**config.mk**
```make
export PLATFORM = sky130hd
export DESIGN_NAME = bba_ctrl
export DESIGN_NICKNAME = d
export VERILOG_FILES = /design/src/hdl/bba_pkg.sv /design/src/hdl/bba_ctrl.sv
export SDC_FILE = /design/constraint.sdc
export NUM_CORES = 1
export LEC_CHECK = 0
export BUFFER_PORTS_ARGS = -buffer_cell sky130_fd_sc_hd__buf_2
export CORE_ASPECT_RATIO = 0.8
export CORE_MARGIN = 2
export CORE_UTILIZATION = 50
export CTS_CLUSTER_SIZE = 14
export DETAILED_ROUTE_END_ITERATION = 6
export PLACE_DENSITY = 0.84
export RECOVER_POWER = 100
export SLEW_MARGIN = 20
export SYNTH_ARGS = -nofsm -noshare
export SYNTH_HDL_FRONTEND = slang
export SYNTH_SLANG_ARGS = --single-unit
```
**constraint.sdc**
```tcl
create_clock -name clock -period 5.8 [get_ports clock]
set_clock_uncertainty 0.15 [all_clocks]
set_input_delay 1.16 -clock clock [delete_from_list [all_inputs] [get_ports clock]]
set_output_delay 1.16 -clock clock [all_outputs]
set_load 0.05 [all_outputs]
```
**src/hdl/bba_pkg.sv**
```systemverilog
`timescale 1ns / 1ps
// ----------------------------------------------------------------------------
// bba_pkg
// Shared types, constants and helpers for the buddy block allocator.
// ----------------------------------------------------------------------------
package bba_pkg;

   // pool size default and register reset
   localparam int POOL_UNITS_DEF   = 1024;
   localparam int POOL_ORDER_RESET = 10;

   // field widths
   localparam int CMD_W    = 1;
   localparam int SIZE_W   = 11;
   localparam int START_W  = 10;
   localparam int STATUS_W = 2;
   localparam int CFG_W    = 4;
   localparam int ORD_W    = 5;
   localparam int K_W      = 4;

   // register file
   localparam int PADDR_W = 3;
   localparam int PDATA_W = 32;
   localparam logic [PADDR_W-3:0] REG_POOL_ORDER = '0;

   // command codes
   localparam logic [CMD_W-1:0] CMD_ALLOC = 1'b0;
   localparam logic [CMD_W-1:0] CMD_FREE  = 1'b1;

   // status codes
   localparam logic [STATUS_W-1:0] ST_DONE     = 2'd0;
   localparam logic [STATUS_W-1:0] ST_NO_SPACE = 2'd1;
   localparam logic [STATUS_W-1:0] ST_BAD_FREE = 2'd2;

   // one block table entry: a block starts here, is taken, and its order
   typedef struct packed {
      logic             valid;
      logic             used;
      logic [ORD_W-1:0] ord;
   } entry_type;

   typedef enum logic [3:0] {
      S_CLEAR,
      S_IDLE,
      S_SCAN_RD,
      S_SCAN_EV,
      S_SPLIT,
      S_FREE_EV,
      S_MERGE_EV,
      S_FREE_WB,
      S_OUT
   } state_type;

   // smallest order k with 2^k >= req, zero counting as one
   function automatic logic [K_W-1:0] round_order(input logic [SIZE_W-1:0] req);
      logic [SIZE_W-1:0] m;
      logic [K_W-1:0]    k;
      m = (req == '0) ? '0 : req - SIZE_W'(1);
      k = '0;
      for (int i = 0; i < SIZE_W; i++) begin
         if (m[i]) begin
            k = K_W'(i + 1);
         end
      end
      return k;
   endfunction

endpackage

```
**src/hdl/bba_ctrl.sv**
```systemverilog
`timescale 1ns / 1ps
// ----------------------------------------------------------------------------
// bba_ctrl
// Sequencer: table clear, block walk, split, free and merge, result register.
// ----------------------------------------------------------------------------
module bba_ctrl
   import bba_pkg::*;
#(
   parameter int POOL_UNITS = POOL_UNITS_DEF,
   parameter int AW         = $clog2(POOL_UNITS)
) (
   input  logic                clock,
   input  logic                reset,
   input  logic                cfg_load,
   input  logic [ORD_W-1:0]    po,
   input  logic                req_valid,
   output logic                req_stall,
   input  logic [CMD_W-1:0]    req_command,
   input  logic [SIZE_W-1:0]   req_request_size,
   input  logic [START_W-1:0]  req_block_start,
   output logic                rsp_valid,
   input  logic                rsp_stall,
   output logic [STATUS_W-1:0] rsp_status,
   output logic [START_W-1:0]  rsp_granted_start,
   output logic [SIZE_W-1:0]   rsp_granted_size,
   output logic                rd_en,
   output logic [AW-1:0]       rd_addr,
   input  entry_type           rd_data,
   output logic                wr_en,
   output logic [AW-1:0]       wr_addr,
   output entry_type           wr_data
);

   localparam int PW = AW + 1;
   localparam int CW = (PW > START_W + 1) ? PW : START_W + 1;

   state_type           state_ff, state_in;
   logic [PW-1:0]       clr_ff, clr_in;
   logic [K_W-1:0]      k_ff, k_in;
   logic [PW-1:0]       walk_ff, walk_in;
   logic                found_ff, found_in;
   logic [AW-1:0]       best_ff, best_in;
   logic [ORD_W-1:0]    bord_ff, bord_in;
   logic [AW-1:0]       cur_ff, cur_in;
   logic [ORD_W-1:0]    ord_ff, ord_in;
   logic [STATUS_W-1:0] pst_ff, pst_in;
   logic [START_W-1:0]  pstart_ff, pstart_in;
   logic [SIZE_W-1:0]   psz_ff, psz_in;
   logic                rsp_valid_ff, rsp_valid_in;
   logic [STATUS_W-1:0] rsp_status_ff, rsp_status_in;
   logic [START_W-1:0]  rsp_start_ff, rsp_start_in;
   logic [SIZE_W-1:0]   rsp_size_ff, rsp_size_in;

   logic [PW-1:0]       psize;
   logic [ORD_W-1:0]    k_ext;
   logic                cand;
   logic                f_n;
   logic [AW-1:0]       b_n;
   logic [ORD_W-1:0]    bo_n;
   logic [PW-1:0]       walk_nx;
   logic [AW-1:0]       buddy;
   logic [AW-1:0]       lo;
   logic [AW-1:0]       hi;
   logic [ORD_W-1:0]    ord_p1;
   logic [ORD_W-1:0]    bord_m1;

   assign psize = PW'(1) << po;
   assign k_ext = ORD_W'(k_ff);

   // block walk step: best fit among free blocks, lowest start on ties
   always_comb begin
      cand = rd_data.valid && !rd_data.used && (rd_data.ord >= k_ext) &&
             (!found_ff || (rd_data.ord < bord_ff));
      f_n  = found_ff || cand;
      b_n  = cand ? walk_ff[AW-1:0] : best_ff;
      bo_n = cand ? rd_data.ord : bord_ff;
      walk_nx = rd_data.valid ? walk_ff + (PW'(1) << rd_data.ord) : walk_ff + PW'(1);
   end

   // merge step helpers
   assign buddy   = cur_ff ^ AW'(PW'(1) << ord_ff);
   assign lo      = (cur_ff < buddy) ? cur_ff : buddy;
   assign hi      = (cur_ff < buddy) ? buddy : cur_ff;
   assign ord_p1  = ord_ff + ORD_W'(1);
   assign bord_m1 = bord_ff - ORD_W'(1);

   // next state and outputs
   always_comb begin
      state_in     = state_ff;
      clr_in       = clr_ff;
      k_in         = k_ff;
      walk_in      = walk_ff;
      found_in     = found_ff;
      best_in      = best_ff;
      bord_in      = bord_ff;
      cur_in       = cur_ff;
      ord_in       = ord_ff;
      pst_in       = pst_ff;
      pstart_in    = pstart_ff;
      psz_in       = psz_ff;
      rsp_valid_in = rsp_valid_ff && rsp_stall;
      rsp_status_in = rsp_status_ff;
      rsp_start_in  = rsp_start_ff;
      rsp_size_in   = rsp_size_ff;
      req_stall    = 1'b1;
      rd_en        = 1'b0;
      rd_addr      = '0;
      wr_en        = 1'b0;
      wr_addr      = '0;
      wr_data      = '0;

      unique case (state_ff)
         S_CLEAR: begin
            // sweep the table, entry 0 gets the whole pool
            wr_en   = 1'b1;
            wr_addr = clr_ff[AW-1:0];
            wr_data = (clr_ff == '0) ? entry_type'{valid: 1'b1, used: 1'b0, ord: po}
                                     : entry_type'('0);
            clr_in  = clr_ff + PW'(1);
            if (clr_ff == PW'(POOL_UNITS - 1)) begin
               state_in = S_IDLE;
            end
         end
         S_IDLE: begin
            req_stall = 1'b0;
            if (req_valid) begin
               pst_in    = ST_DONE;
               pstart_in = '0;
               psz_in    = '0;
               if (req_command == CMD_ALLOC) begin
                  k_in     = round_order(req_request_size);
                  walk_in  = '0;
                  found_in = 1'b0;
                  state_in = S_SCAN_RD;
               end else if (CW'(req_block_start) >= CW'(psize)) begin
                  pst_in   = ST_BAD_FREE;
                  state_in = S_OUT;
               end else begin
                  cur_in   = AW'(req_block_start);
                  rd_en    = 1'b1;
                  rd_addr  = AW'(req_block_start);
                  state_in = S_FREE_EV;
               end
            end
         end
         S_SCAN_RD: begin
            rd_en    = 1'b1;
            rd_addr  = walk_ff[AW-1:0];
            state_in = S_SCAN_EV;
         end
         S_SCAN_EV: begin
            // fold one block, then fetch the next one while the walk is inside the pool
            found_in = f_n;
            best_in  = b_n;
            bord_in  = bo_n;
            walk_in  = walk_nx;
            if (walk_nx >= psize) begin
               if (!f_n) begin
                  pst_in   = ST_NO_SPACE;
                  state_in = S_OUT;
               end else begin
                  state_in = S_SPLIT;
               end
            end else begin
               rd_en   = 1'b1;
               rd_addr = walk_nx[AW-1:0];
            end
         end
         S_SPLIT: begin
            // halve, keeping the left half, until the order matches
            wr_en = 1'b1;
            if (bord_ff > k_ext) begin
               wr_addr = best_ff + AW'(PW'(1) << bord_m1);
               wr_data = '{valid: 1'b1, used: 1'b0, ord: bord_m1};
               bord_in = bord_m1;
            end else begin
               wr_addr   = best_ff;
               wr_data   = '{valid: 1'b1, used: 1'b1, ord: bord_ff};
               pst_in    = ST_DONE;
               pstart_in = START_W'(best_ff);
               psz_in    = SIZE_W'(12'(1) << k_ff);
               state_in  = S_OUT;
            end
         end
         S_FREE_EV: begin
            if (!rd_data.valid) begin
               pst_in   = ST_BAD_FREE;
               state_in = S_OUT;
            end else begin
               ord_in = rd_data.ord;
               if (rd_data.ord < po) begin
                  rd_en    = 1'b1;
                  rd_addr  = cur_ff ^ AW'(PW'(1) << rd_data.ord);
                  state_in = S_MERGE_EV;
               end else begin
                  state_in = S_FREE_WB;
               end
            end
         end
         S_MERGE_EV: begin
            // merge with a free buddy of equal order, drop the upper start
            if (rd_data.valid && !rd_data.used && (rd_data.ord == ord_ff)) begin
               wr_en   = 1'b1;
               wr_addr = hi;
               wr_data = '0;
               cur_in  = lo;
               ord_in  = ord_p1;
               if (ord_p1 < po) begin
                  rd_en   = 1'b1;
                  rd_addr = lo ^ AW'(PW'(1) << ord_p1);
               end else begin
                  state_in = S_FREE_WB;
               end
            end else begin
               state_in = S_FREE_WB;
            end
         end
         S_FREE_WB: begin
            wr_en    = 1'b1;
            wr_addr  = cur_ff;
            wr_data  = '{valid: 1'b1, used: 1'b0, ord: ord_ff};
            pst_in   = ST_DONE;
            state_in = S_OUT;
         end
         S_OUT: begin
            // hold until the result register is free
            if (!rsp_valid_ff || !rsp_stall) begin
               rsp_valid_in  = 1'b1;
               rsp_status_in = pst_ff;
               rsp_start_in  = pstart_ff;
               rsp_size_in   = psz_ff;
               state_in      = S_IDLE;
            end
         end
         default: begin
            state_in = S_CLEAR;
         end
      endcase

      // a register write restarts the sweep
      if (cfg_load) begin
         state_in = S_CLEAR;
         clr_in   = '0;
      end
   end

   // control registers
   always_ff @(posedge clock) begin
      if (reset) begin
         state_ff     <= S_CLEAR;
         clr_ff       <= '0;
         rsp_valid_ff <= 1'b0;
      end else begin
         state_ff     <= state_in;
         clr_ff       <= clr_in;
         rsp_valid_ff <= rsp_valid_in;
      end
   end

   // payload registers
   always_ff @(posedge clock) begin
      k_ff          <= k_in;
      walk_ff       <= walk_in;
      found_ff      <= found_in;
      best_ff       <= best_in;
      bord_ff       <= bord_in;
      cur_ff        <= cur_in;
      ord_ff        <= ord_in;
      pst_ff        <= pst_in;
      pstart_ff     <= pstart_in;
      psz_ff        <= psz_in;
      rsp_status_ff <= rsp_status_in;
      rsp_start_ff  <= rsp_start_in;
      rsp_size_ff   <= rsp_size_in;
   end

   assign rsp_valid         = rsp_valid_ff;
   assign rsp_status        = rsp_status_ff;
   assign rsp_granted_start = rsp_start_ff;
   assign rsp_granted_size  = rsp_size_ff;

   // same-entry read and write never overlap
   a_no_rw_overlap: assert property (@(posedge clock) disable iff (reset)
      (rd_en && wr_en) |-> (rd_addr != wr_addr))
      else $error("read and write to the same entry");

   // an accepted item leaves idle
   a_leave_idle: assert property (@(posedge clock) disable iff (reset)
      (req_valid && !req_stall && !cfg_load) |=> (state_ff != S_IDLE))
      else $error("item accepted but sequencer stayed idle");

   // no item taken during the sweep
   a_clear_stall: assert property (@(posedge clock) disable iff (reset)
      (state_ff == S_CLEAR) |-> req_stall)
      else $error("item taken during table clear");

   // failed results carry no grant
   a_fail_zero: assert property (@(posedge clock) disable iff (reset)
      (rsp_valid && (rsp_status != ST_DONE)) |->
      ((rsp_granted_size == '0) && (rsp_granted_start == '0)))
      else $error("failed result carries a grant");

endmodule

```
==> results of run 1 <==
final cells by class:
class,instances,area [sq um],area share (%)
sequential,108,3080,29.4
clock inverter,7,56.3,0.537
clock buffer,9,225,2.15
tap,220,275,2.62
multi-input combinational,762,5540,52.8
timing repair buffer,164,1110,10.6
inverter,54,203,1.93
registers in the layout (all words and copies together) (netlist names):
register	flops
pst_ff	2
found_ff	1
walk_ff	11
rsp_granted_size	11
k_ff	4
best_ff	10
clr_ff	11
pstart_ff	10
rsp_status	2
rsp_valid	1
cur_ff	10
ord_ff	5
rsp_granted_start	10
state_ff	4
bord_ff	5
psz_ff	11
placed cells by master (no fill, tap or decap), types with 8 or more instances in the layout:
cell type | Yosys | layout
xor2_1 | 26 | 25
clkbuf_16 | 0 | 9
o21ai_0 | 53 | 48
edfxtp_1 | 92 | 92
buf_2 | 5 | 58
nand2_1 | 116 | 113
nor2_1 | 97 | 90
nor3_1 | 26 | 22
buf_4 | 1 | 67
inv_1 | 54 | 53
nand2b_1 | 15 | 14
nor2b_1 | 10 | 10
a22oi_1 | 8 | 8
buf_6 | 3 | 10
clkbuf_1 | 29 | 21
o221ai_4 | 0 | 8
ha_1 | 82 | 75
and2_1 | 24 | 17
xnor2_1 | 43 | 40
a21o_1 | 22 | 21
and3_1 | 12 | 11
a21oi_1 | 59 | 54
nand3_1 | 23 | 22
or3_1 | 10 | 10
dfxtp_1 | 16 | 16
mux2i_1 | 15 | 14
routing by layer:
layer,share of wire (%),wire [um]
met5,0,0
met4,4.1,1060
met2,44,11500
met1,41,10800
met3,11,2760
what timing repair did:
item | in CTS | in global routing
hold buffers | 0 | 0
setup buffers | 7 | 2
pin swaps | 31 | 33
hold endpoints to repair | 0 | 0
setup endpoints to repair | 11 | 14
gates resized for setup | 63 | 26
report_power, final:
part	total, uW	internal [uW]	leakage, uW	switching [uW]
Clock	601	297	0.000132	304
Sequential	833	832	0.00106	1.03
Combinational	216	90.0	0.00323	126
Total	1650	1220	0.00442	430
metrics by stage:
stage / instance area [sq um] / std cells / setup slack [ps]
6_report: 10500 / 1324 / -285
5_1_grt: 10500 / 1324 / -408
4_1_cts: 10400 / 1323 / -245
3_5_place_dp: 9820 / 1300 / -570
3_3_place_gp: 9810 / 1300 / -476
2_1_floorplan: 8800 / 962 / -112
kinds of logic after synthesis:
kind of cell | synth area share, %
buffers and inverters | 4.42
AOI/OAI and AO/OA | 17.1
muxes | 2.55
xor gates and xnor gates | 7.07
DFF | 36.0
adders and majority gates | 12.5
and+or+nand+nor | 20.3
worst max-delay path, stage by stage:
cell and delay (ps):
buf_8 100, nor3_4 240, nand2_2 140, nor2_4 170, ha_4 240, a211oi_4 220
o21bai_1 120, a21oi_2 180, xnor2_1 150, inv_1 110, ha_4 290, and3_4 190
a2111oi_4 70, o21ai_1 190, o2111ai_1 120, o211ai_1 160, buf_4 190, nor2_2 40
a2111o_2 510, buf_8 170
how the worst max path moves through the flow:
| stage | startpoint | to | slack [ps] |
|---|---|---|---|
| 2_1_floorplan | rd_data[4] | rd_addr[0] | -110 |
| 3_3_place_gp | rd_data[3] | rd_addr[0] | -480 |
| 3_5_place_dp | rd_data[3] | rd_en | -570 |
| 4_1_cts | rd_data[3] | rd_en | -240 |
| 5_1_grt | rd_data[2] | rd_addr[9] | -410 |
| 6_report | rd_data[2] | rd_addr[9] | -290 |
==> reports/qor.yml, run 1 <==
worst_setup_path:
  start_kind: "input pin"
  worst-setup-path-type: "in -> out"
  reg2reg_from: "walk_ff[0]$_SDFFCE_PN0P_"
  r2r_cells: 17
  cp_max_fo: 3
  critical_path_required_ps: 4490
  cp.arrival_ps: 4780
  regToRegSetupSlack_ps: 1340
  rr_endpoint: "pst_ff[1]$_DFFE_PP_"
  crit_path_end_kind: "output port"
yosys:
  synth_fp_nets: 1085
  syn_area_per_cell_sq_um: 8.89
  synth_common_cells: "nand2_1 (116), nor2_1 (97), edfxtp_1 (92), ha_1 (82), a21oi_1 (59)"
  synthArstFlopShare_pct: 0
  yosysMostFrequentCell: "nand2_1"
  synth_cell_types: 70
  netlist_instances: 962
  synth-seq-area-share_pct: 36.0
  syn_area_sq_um: 8550
  synth_edf_count: 92
  yosysWarnings: 0
  ys_ff_latch: 108
  synth_top_area_cell: "edfxtp_1"
  yosysTopAreaCellShare_pct: 32.3
  synth_flop_cell: "edfxtp_1"
  ys_top_cells_by_area: "edfxtp_1 (32%), ha_1 (12%), nand2_1 (5.1%)"
place:
  dp_hpwl_um: 20400
  portBuffers: 92
  gp_congestion: 1.02
global_routing:
  antenna_found_initial: 0
  busiest_layer: "met2"
  grt_remaining_overflow: 0
  use_met3_pct: 7.26
  grtUsageTotal_pct: 28.7
  grt_util_met2_pct: 44.5
  grt_pass1_wl_um: 39600
  use_met1_pct: 38.2
  grt_max_degree: 24
  first_global_vias: 7457
cells_and_area:
  utilization_pct: 63.0
  syn_to_final_growth_pct: 22.7
  drive_gt1_share_pct: 20.8
  fin_nets: 1222
  final.fill_count: 1377
  antenna_cells: 0
sta:
  period_share_pct: 105
  hold_viol_final: 0
  min_period_ps: 6090
  tightest_slew_ps: 2140
  setup_viol: 11
  setup_slack_ps: -285
  tns_ps: -2240
  rsz0062_at_grt: "true"
  hold_slack_ps: 270
  maxSlewHeadroom_pct: -43.5
  fmaxAchievable_mhz: 164
  finalMaxSlewViolations: 18
clock_tree:
  root_buffer: "clkbuf_16"
  tritoncts: "built"
  numClockSinks: 108
  htree_levels: 3
  cts-buffers-inserted: 9
  clock_path_buffers: 2
  worst_skew_pair.late_latency_ps: 370
  clk_pin_slew_ps: 70
power:
  leakage_uw: 0.00442
  ir_drop_mv: 0.143
  p_per_area_nw_per_um2: 157
  total_power_uw: 1650
outcome:
  violations: "capacitance limit, slew limit, setup timing"
  status: "complete, but fails checks"
min_path:
  worstHoldStart: "psz_ff[1]$_SDFFCE_PP0P_"
  holdCritPathClass: "reg -> reg"
  holdPathStages: 0
  holdPathEnd: "rsp_granted_size[1]$_DFFE_PP_"
route:
  drt-initial-drc-count: 992
  vias: 8038
  firstDrtPassIters: 7
  vias_per_cell: 6.07
  routed_wl_um: 26000
  wl_per_cell_um: 19.7
  drc: 0
  ant_nets: 0
floorplanning:
  core_area_sq_um: 16700
  rows: 42
  die_width_um: 150
  die-height_um: 121
  start_util_pct: 51.3
  die-area_sq_um: 18200
  io_pins: 93
run:
  drv_cap: 1
Note: power is estimated with default switching activity, not from simulation.
==> run 2, diff against run 1 <==
--- a/config.mk
+++ b/config.mk
@@ -13,6 +13,7 @@
 export DETAILED_ROUTE_END_ITERATION = 6
 export PLACE_DENSITY = 0.84
 export RECOVER_POWER = 100
+export SKIP_LAST_GASP = 1
 export SLEW_MARGIN = 20
 export SYNTH_ARGS = -nofsm -noshare
 export SYNTH_HDL_FRONTEND = slang
==> run 2 against run 1 <==
  * Clock power about the same
  * Largest power group unchanged
  * Non-clock buffer count unchanged
  * Sequential power about the same
  * Critical path type unchanged
  * Cell count unchanged
  * Count of clock-buffer cells in the layout unchanged
  * Global-route usage about the same
  * Core utilization unchanged
  * Hold slack about the same
  * Combinational power about the same
  * Register-to-register slack worse by 60 ps
  * Largest cell class unchanged
  * Sequential share of layout area unchanged
  * The run still ends with capacitance limit, slew limit, setup timing left
  * First-iteration DRC count down 1.8%
==> reports/qor.yml, run 2 (same netlist as run 1, synthesis figures left out) <==
worst_setup_path:
  start_kind: "input pin"
  cp_max_fo: 3
  cp.arrival_ps: 4770
  critical_path_required_ps: 4490
  worst-setup-path-type: "in -> out"
  crit_path_end_kind: "output port"
outcome:
  violations: "capacitance limit, slew limit, setup timing"
  status: "complete, but fails checks"
clock_tree:
  worst_skew_pair.late_latency_ps: 370
  cts-buffers-inserted: 9
  clk_pin_slew_ps: 70
  tritoncts: "built"
  root_buffer: "clkbuf_16"
  htree_levels: 3
  clock_path_buffers: 2
  numClockSinks: 108
floorplanning:
  core_area_sq_um: 16700
  die-area_sq_um: 18200
  io_pins: 93
  die-height_um: 121
  die_width_um: 150
  rows: 42
  start_util_pct: 51.3
cells_and_area:
  utilization_pct: 63.0
  syn_to_final_growth_pct: 22.7
  drive_gt1_share_pct: 20.8
  antenna_cells: 0
  final.fill_count: 1382
  fin_nets: 1222
  final_area_sq_um: 10500
  final_cell_mix: "nand2_1 (113), edfxtp_1 (92), nor2_1 (90)"
  final_common_cell: "nand2_1"
sta:
  maxSlewHeadroom_pct: -50.5
  tightest_slew_ps: 2240
  finalMaxSlewViolations: 18
  period_share_pct: 105
  fmaxAchievable_mhz: 165
  tns_ps: -2120
  hold_viol_final: 0
  setup_slack_ps: -278
  min_period_ps: 6080
  setup_viol: 11
  rsz0062_at_grt: "true"
place:
  portBuffers: 92
  gp_congestion: 1.02
  dp_hpwl_um: 20400
  placed_area_sq_um: 9820
global_routing:
  use_met1_pct: 38.2
  busiest_layer: "met2"
  grt_pass1_wl_um: 39600
  grtUsageTotal_pct: 28.7
  grt_remaining_overflow: 0
  grt_util_met2_pct: 44.5
  antenna_found_initial: 0
  first_global_vias: 7448
  grt_max_degree: 24
  use_met3_pct: 7.03
power:
  p_per_area_nw_per_um2: 157
  pwr-share-seq_pct: 50.5
  leakage_uw: 0.00442
  p_int_uw: 1220
  switching_share_pct: 26.1
  ir_drop_mv: 0.143
  p_comb_share_pct: 13.1
  pwr-share-clk_pct: 36.4
  p_sw_uw: 431
route:
  ant_nets: 0
  wl_per_cell_um: 19.7
  vias: 8044
  firstDrtPassIters: 6
  routed_wl_um: 26100
  drt-initial-drc-count: 974
  vias_per_cell: 6.08
  drc: 0
min_path:
  holdCritPathClass: "reg -> reg"
run:
  drv_cap: 1
run 2: cell counts in the layout (fill, tap and decap cells not counted):
No cell type changed its count.
run 2: area by class of cell:
type | instances | area (sq um) | share of cell area (%)
timing repair buffer | 164 | 1110 | 10.6
inverter | 54 | 203 | 1.93
clock buffer | 9 | 225 | 2.15
sequential | 108 | 3080 | 29.4
multi-input combinational | 762 | 5540 | 52.8
clock inverter | 7 | 56.3 | 0.537
tap | 220 | 275 | 2.62
run 2: path summary, 6_finish.rpt:
kind / start / endpoint / slack [ps] / cells after the start
setup reg to reg: walk_ff[0]$_SDFFCE_PN0P_ / pst_ff[1]$_DFFE_PP_ / 1280 / 17
hold / removal: psz_ff[1]$_SDFFCE_PP0P_ / rsp_granted_size[1]$_DFFE_PP_ / 270 / 0
hold reg to reg: psz_ff[1]$_SDFFCE_PP0P_ / rsp_granted_size[1]$_DFFE_PP_ / 270 / 0
setup / recovery: rd_data[2] / rd_addr[9] / -280 / 20
run 2: layer usage:
metal | share of wire, % | vias up
li1 | - | 3740
met1 | 41 | 3799
met2 | 45 | 432
met3 | 10 | 73
met4 | 3.8 | 0
met5 | 0 | -
run 2: power by group through the flow:
stage / combinational, uW / clock (uW) / sequential (uW)
floorplan: 114 / 0 / 851
global placement: 184 / 0 / 851
detailed placement: 189 / 0 / 851
CTS: 204 / 610 / 833
global route: 232 / 631 / 833
finish: 215 / 601 / 833
run 2: timing repair:
item,in CTS,in global routing
hold buffers,0,0
pin swaps,31,33
endpoints found under the setup margin,11,14
hold endpoints to repair,0,0
resized for setup,61,26
buffers inserted,7,2
run 2: stage by stage:
step,hold slack (ps),setup WS (ps),total power [uW],std cells
floorplan,250,-112,965,962
global placement,251,-476,1040,1300
detailed placement,255,-570,1040,1300
CTS,272,-245,1650,1323
global route,278,-408,1700,1324
finish,270,-278,1650,1324
run 2: critical path, stage by stage:
cell	delay, ps
buf_8	100
nor3_4	240
nand2_2	140
nor2_4	120
ha_4	210
a211oi_2	240
o21a_1	160
o21bai_1	90
a21oi_2	210
buf_4	140
o21bai_1	80
a21oi_2	200
xor2_2	110
ha_1	320
nand2_1	60
o211ai_1	280
buf_4	200
nor2_2	40
a2111o_2	510
buf_8	170
==> run 3, diff against run 2 <==
--- a/config.mk
+++ b/config.mk
@@ -5,6 +5,7 @@
 export SDC_FILE = /design/constraint.sdc
 export NUM_CORES = 1
 export LEC_CHECK = 0
+export ABC_AREA = 1
 export BUFFER_PORTS_ARGS = -buffer_cell sky130_fd_sc_hd__buf_2
 export CORE_ASPECT_RATIO = 0.8
 export CORE_MARGIN = 2
==> constraint.sdc (replaced) <==
create_clock -name clock -period 5.4 [get_ports clock]
set_clock_uncertainty 0.15 [all_clocks]
set_input_delay 1.08 -clock clock [delete_from_list [all_inputs] [get_ports clock]]
set_output_delay 1.08 -clock clock [all_outputs]
set_load 0.05 [all_outputs]
==> run 3 against run 2 <==
  * Count of clock-buffer cells in the layout did not move
  * Highest routed layer unchanged
  * Combinational power fell by 14%
  * Largest cell class unchanged
  * Cell count rose by 17%
  * Synthesized area rose by 3.1%
  * First-iteration DRC count fell by 4.3%
  * Synthesized cell count rose by 23%
  * Critical endpoint is now rd_addr[6]
  * The flow finishes with violations (setup timing)
  * Final area fell by 0.64%
  * Non-clock buffer count fell by 23
  * Sequential share of layout area rose by 0.19 points
  * Largest power group unchanged
==> reports/qor.yml, run 3 <==
route:
  wl_per_cell_um: 18.4
  firstDrtPassIters: 6
  vias_per_cell: 5.77
  ant_nets: 0
  routed_wl_um: 28500
  drc: 0
  drt-initial-drc-count: 932
  vias: 8952
sta:
  rsz0062_at_grt: "true"
  setup_slack_ps: -43.7
  finalMaxSlewViolations: 0
  fmaxAchievable_mhz: 184
  period_share_pct: 101
  tightest_slew_ps: 978
  hold_viol_final: 0
  setup_viol: 1
  maxSlewHeadroom_pct: 34.5
  tns_ps: -43.7
  min_period_ps: 5440
clock_tree:
  numClockSinks: 108
  cts-buffers-inserted: 9
  clk_pin_slew_ps: 70
  tritoncts: "built"
  clock_path_buffers: 2
  htree_levels: 3
  cts_hold_buf: 0
  worst_skew_pair.late_latency_ps: 370
  root_buffer: "clkbuf_16"
global_routing:
  use_met1_pct: 41.1
  grt_remaining_overflow: 0
  grt_util_met2_pct: 47.0
  first_global_vias: 8037
  busiest_layer: "met2"
  grt_max_degree: 29
  grtUsageTotal_pct: 29.8
  use_met3_pct: 5.72
  grt_pass1_wl_um: 42700
  antenna_found_initial: 1
worst_setup_path:
  crit_start: "rd_data[3]"
  start_kind: "input pin"
  reg2reg_from: "walk_ff[0]$_SDFFCE_PN0P_"
  slowest_stage: "nor3_4"
  critPathMaxStageDelay_ps: 280
  r2r_cells: 22
  rr_endpoint: "pst_ff[1]$_DFFE_PP_"
  crit_path_end_kind: "output port"
  critical_path_buf_inv_count: 6
  cp_max_fo: 4
  crit_path_end: "rd_addr[6]"
  cp.depth: 25
  cp.arrival_ps: 4210
  critPathTopFamily: "simple AND/OR/NAND/NOR gates"
  regToRegSetupSlack_ps: 1690
  worst-setup-path-type: "in -> out"
  critical_path_required_ps: 4170
cells_and_area:
  syn_to_final_growth_pct: 18.2
  drive_gt1_share_pct: 16.6
  final_cell_mix: "nand2_1 (227), inv_1 (184), nor2_1 (135)"
  final_common_cell: "nand2_1"
  fin_nets: 1443
yosys:
  ys_ff_latch: 108
  synth_flop_cell: "edfxtp_1"
  ys_top_cells_by_area: "edfxtp_1 (31%), ha_1 (12%), nand2_1 (10%)"
  netlist_instances: 1185
  syn_area_sq_um: 8820
  syn_area_per_cell_sq_um: 7.44
  yosysWarnings: 0
  synthArstFlopShare_pct: 0
  synth_cell_types: 46
  synth-seq-area-share_pct: 35.0
  synth_fp_nets: 1308
  synth_top_area_cell: "edfxtp_1"
  synth_edf_count: 92
  yosysTopAreaCellShare_pct: 31.3
  synth_common_cells: "nand2_1 (237), inv_1 (184), nor2_1 (140), edfxtp_1 (92), nand3_1 (86)"
  yosysMostFrequentCell: "nand2_1"
place:
  portBuffers: 92
  dp_hpwl_um: 22600
  gp_congestion: 1.03
floorplanning:
  die-area_sq_um: 18700
  io_pins: 93
  core_area_sq_um: 17300
  die-height_um: 123
  die_width_um: 152
  rows: 43
  start_util_pct: 50.9
outcome:
  status: "complete, but fails checks"
  violations: "setup timing"
min_path:
  holdCritPathClass: "reg -> reg"
run:
  drv_cap: 0
power:
  total_power_uw: 1770
  ir_drop_mv: 0.154
  p_per_area_nw_per_um2: 169
  leakage_uw: 0.00476
[run 3: cell type report]
type | count | area, sq um
Multi-Input combinational cell | 871 | 5130
Inverter | 189 | 722
Timing Repair Buffer | 141 | 905
Clock inverter | 7 | 77.6
Antenna cell | 1 | 2.50
Tap cell | 225 | 282
Fill cell | 1555 | 6900
Clock buffer | 9 | 225
Sequential cell | 108 | 3080
[run 3: what timing repair did]
| action | in CTS | in global routing |
|---|---|---|
| setup buffers | 1 | 8 |
| endpoints found under the setup margin | 11 | 13 |
| endpoints found under the hold margin | 0 | 0 |
| resized for setup | 10 | 54 |
| pin swaps | 1 | 30 |
[run 3: logic make-up (layout without fill, tap and decap cells)]
group / after synthesis / in the layout / synth area share (%)
flip-flops: 108 / 108 / 35.0
AO/OA/AOI/OAI: 192 / 192 / 12.0
buffers and inverters: 206 / 346 / 9.05
XOR/XNOR: 33 / 33 / 3.28
other: 0 / 1 / 0
AND/OR/NAND/NOR: 562 / 562 / 28.6
adder cells (fa/ha/maj): 84 / 84 / 12.1
[run 3: how the worst min path moves through the flow]
stage	from	end	slack, ps	depth (start not counted)
after global routing	psz_ff[9]$_SDFFCE_PP0P_	rsp_granted_size[9]$_DFFE_PP_	280	0
after CTS	psz_ff[5]$_SDFFCE_PP0P_	rsp_granted_size[5]$_DFFE_PP_	270	0
after global placement	pstart_ff[3]$_SDFFCE_PN0P_	rsp_granted_start[3]$_DFFE_PP_	250	0
final	psz_ff[5]$_SDFFCE_PP0P_	rsp_granted_size[5]$_DFFE_PP_	270	0
after floorplan	psz_ff[0]$_SDFFCE_PP0P_	rsp_granted_size[0]$_DFFE_PP_	250	0
after detailed placement	psz_ff[5]$_SDFFCE_PP0P_	rsp_granted_size[5]$_DFFE_PP_	250	0
[run 3: metal layers]
metal / up-vias / routed length, um / share of wire, %
met5: - / 0 / 0
met3: 92 / 3320 / 12
li1: 4259 / - / -
met4: 0 / 1240 / 4.3
met1: 4026 / 11600 / 41
met2: 575 / 12300 / 43
[run 3: where the power goes]
part           leakage (uW)  internal, uW  switching [uW]
sequential         0.000972           894           0.465
clock              0.000144           329             357
combinational       0.00364          66.5             118
total               0.00476          1290             476
[run 3: metrics by stage]
| step | util [%] | hold WS, ps | worst slack [ps] | cell area, sq um | cells |
|---|---|---|---|---|---|
| 5_1_grt | 60.2 | 283 | -203 | 10400 | 1550 |
| 3_5_place_dp | 56.7 | 255 | -156 | 9830 | 1525 |
| 2_1_floorplan | - | 250 | -187 | 8870 | 1185 |
| 3_3_place_gp | 56.7 | 251 | -89.9 | 9830 | 1525 |
| 4_1_cts | 58.7 | 273 | -19.6 | 10200 | 1542 |
| 6_report | 60.2 | 270 | -43.7 | 10400 | 1551 |
[run 3: worst reg2reg max path, cell delays in order (launching register included)]
cell and delay (ps):
edfxtp_1 520, ha_1 290, fa_2 350, nand2_1 110, nand3_2 100, nand2_2 100
nand2_2 70, a21oi_4 140, xor2_1 200, inv_1 120, ha_4 280, nand2_1 50
inv_1 40, nand2_1 40, inv_1 40, nand2_1 60, nand3_2 80, nand2_4 80
nand2_4 80, buf_4 110, buf_4 140, nand2_1 60, nor2_1 210
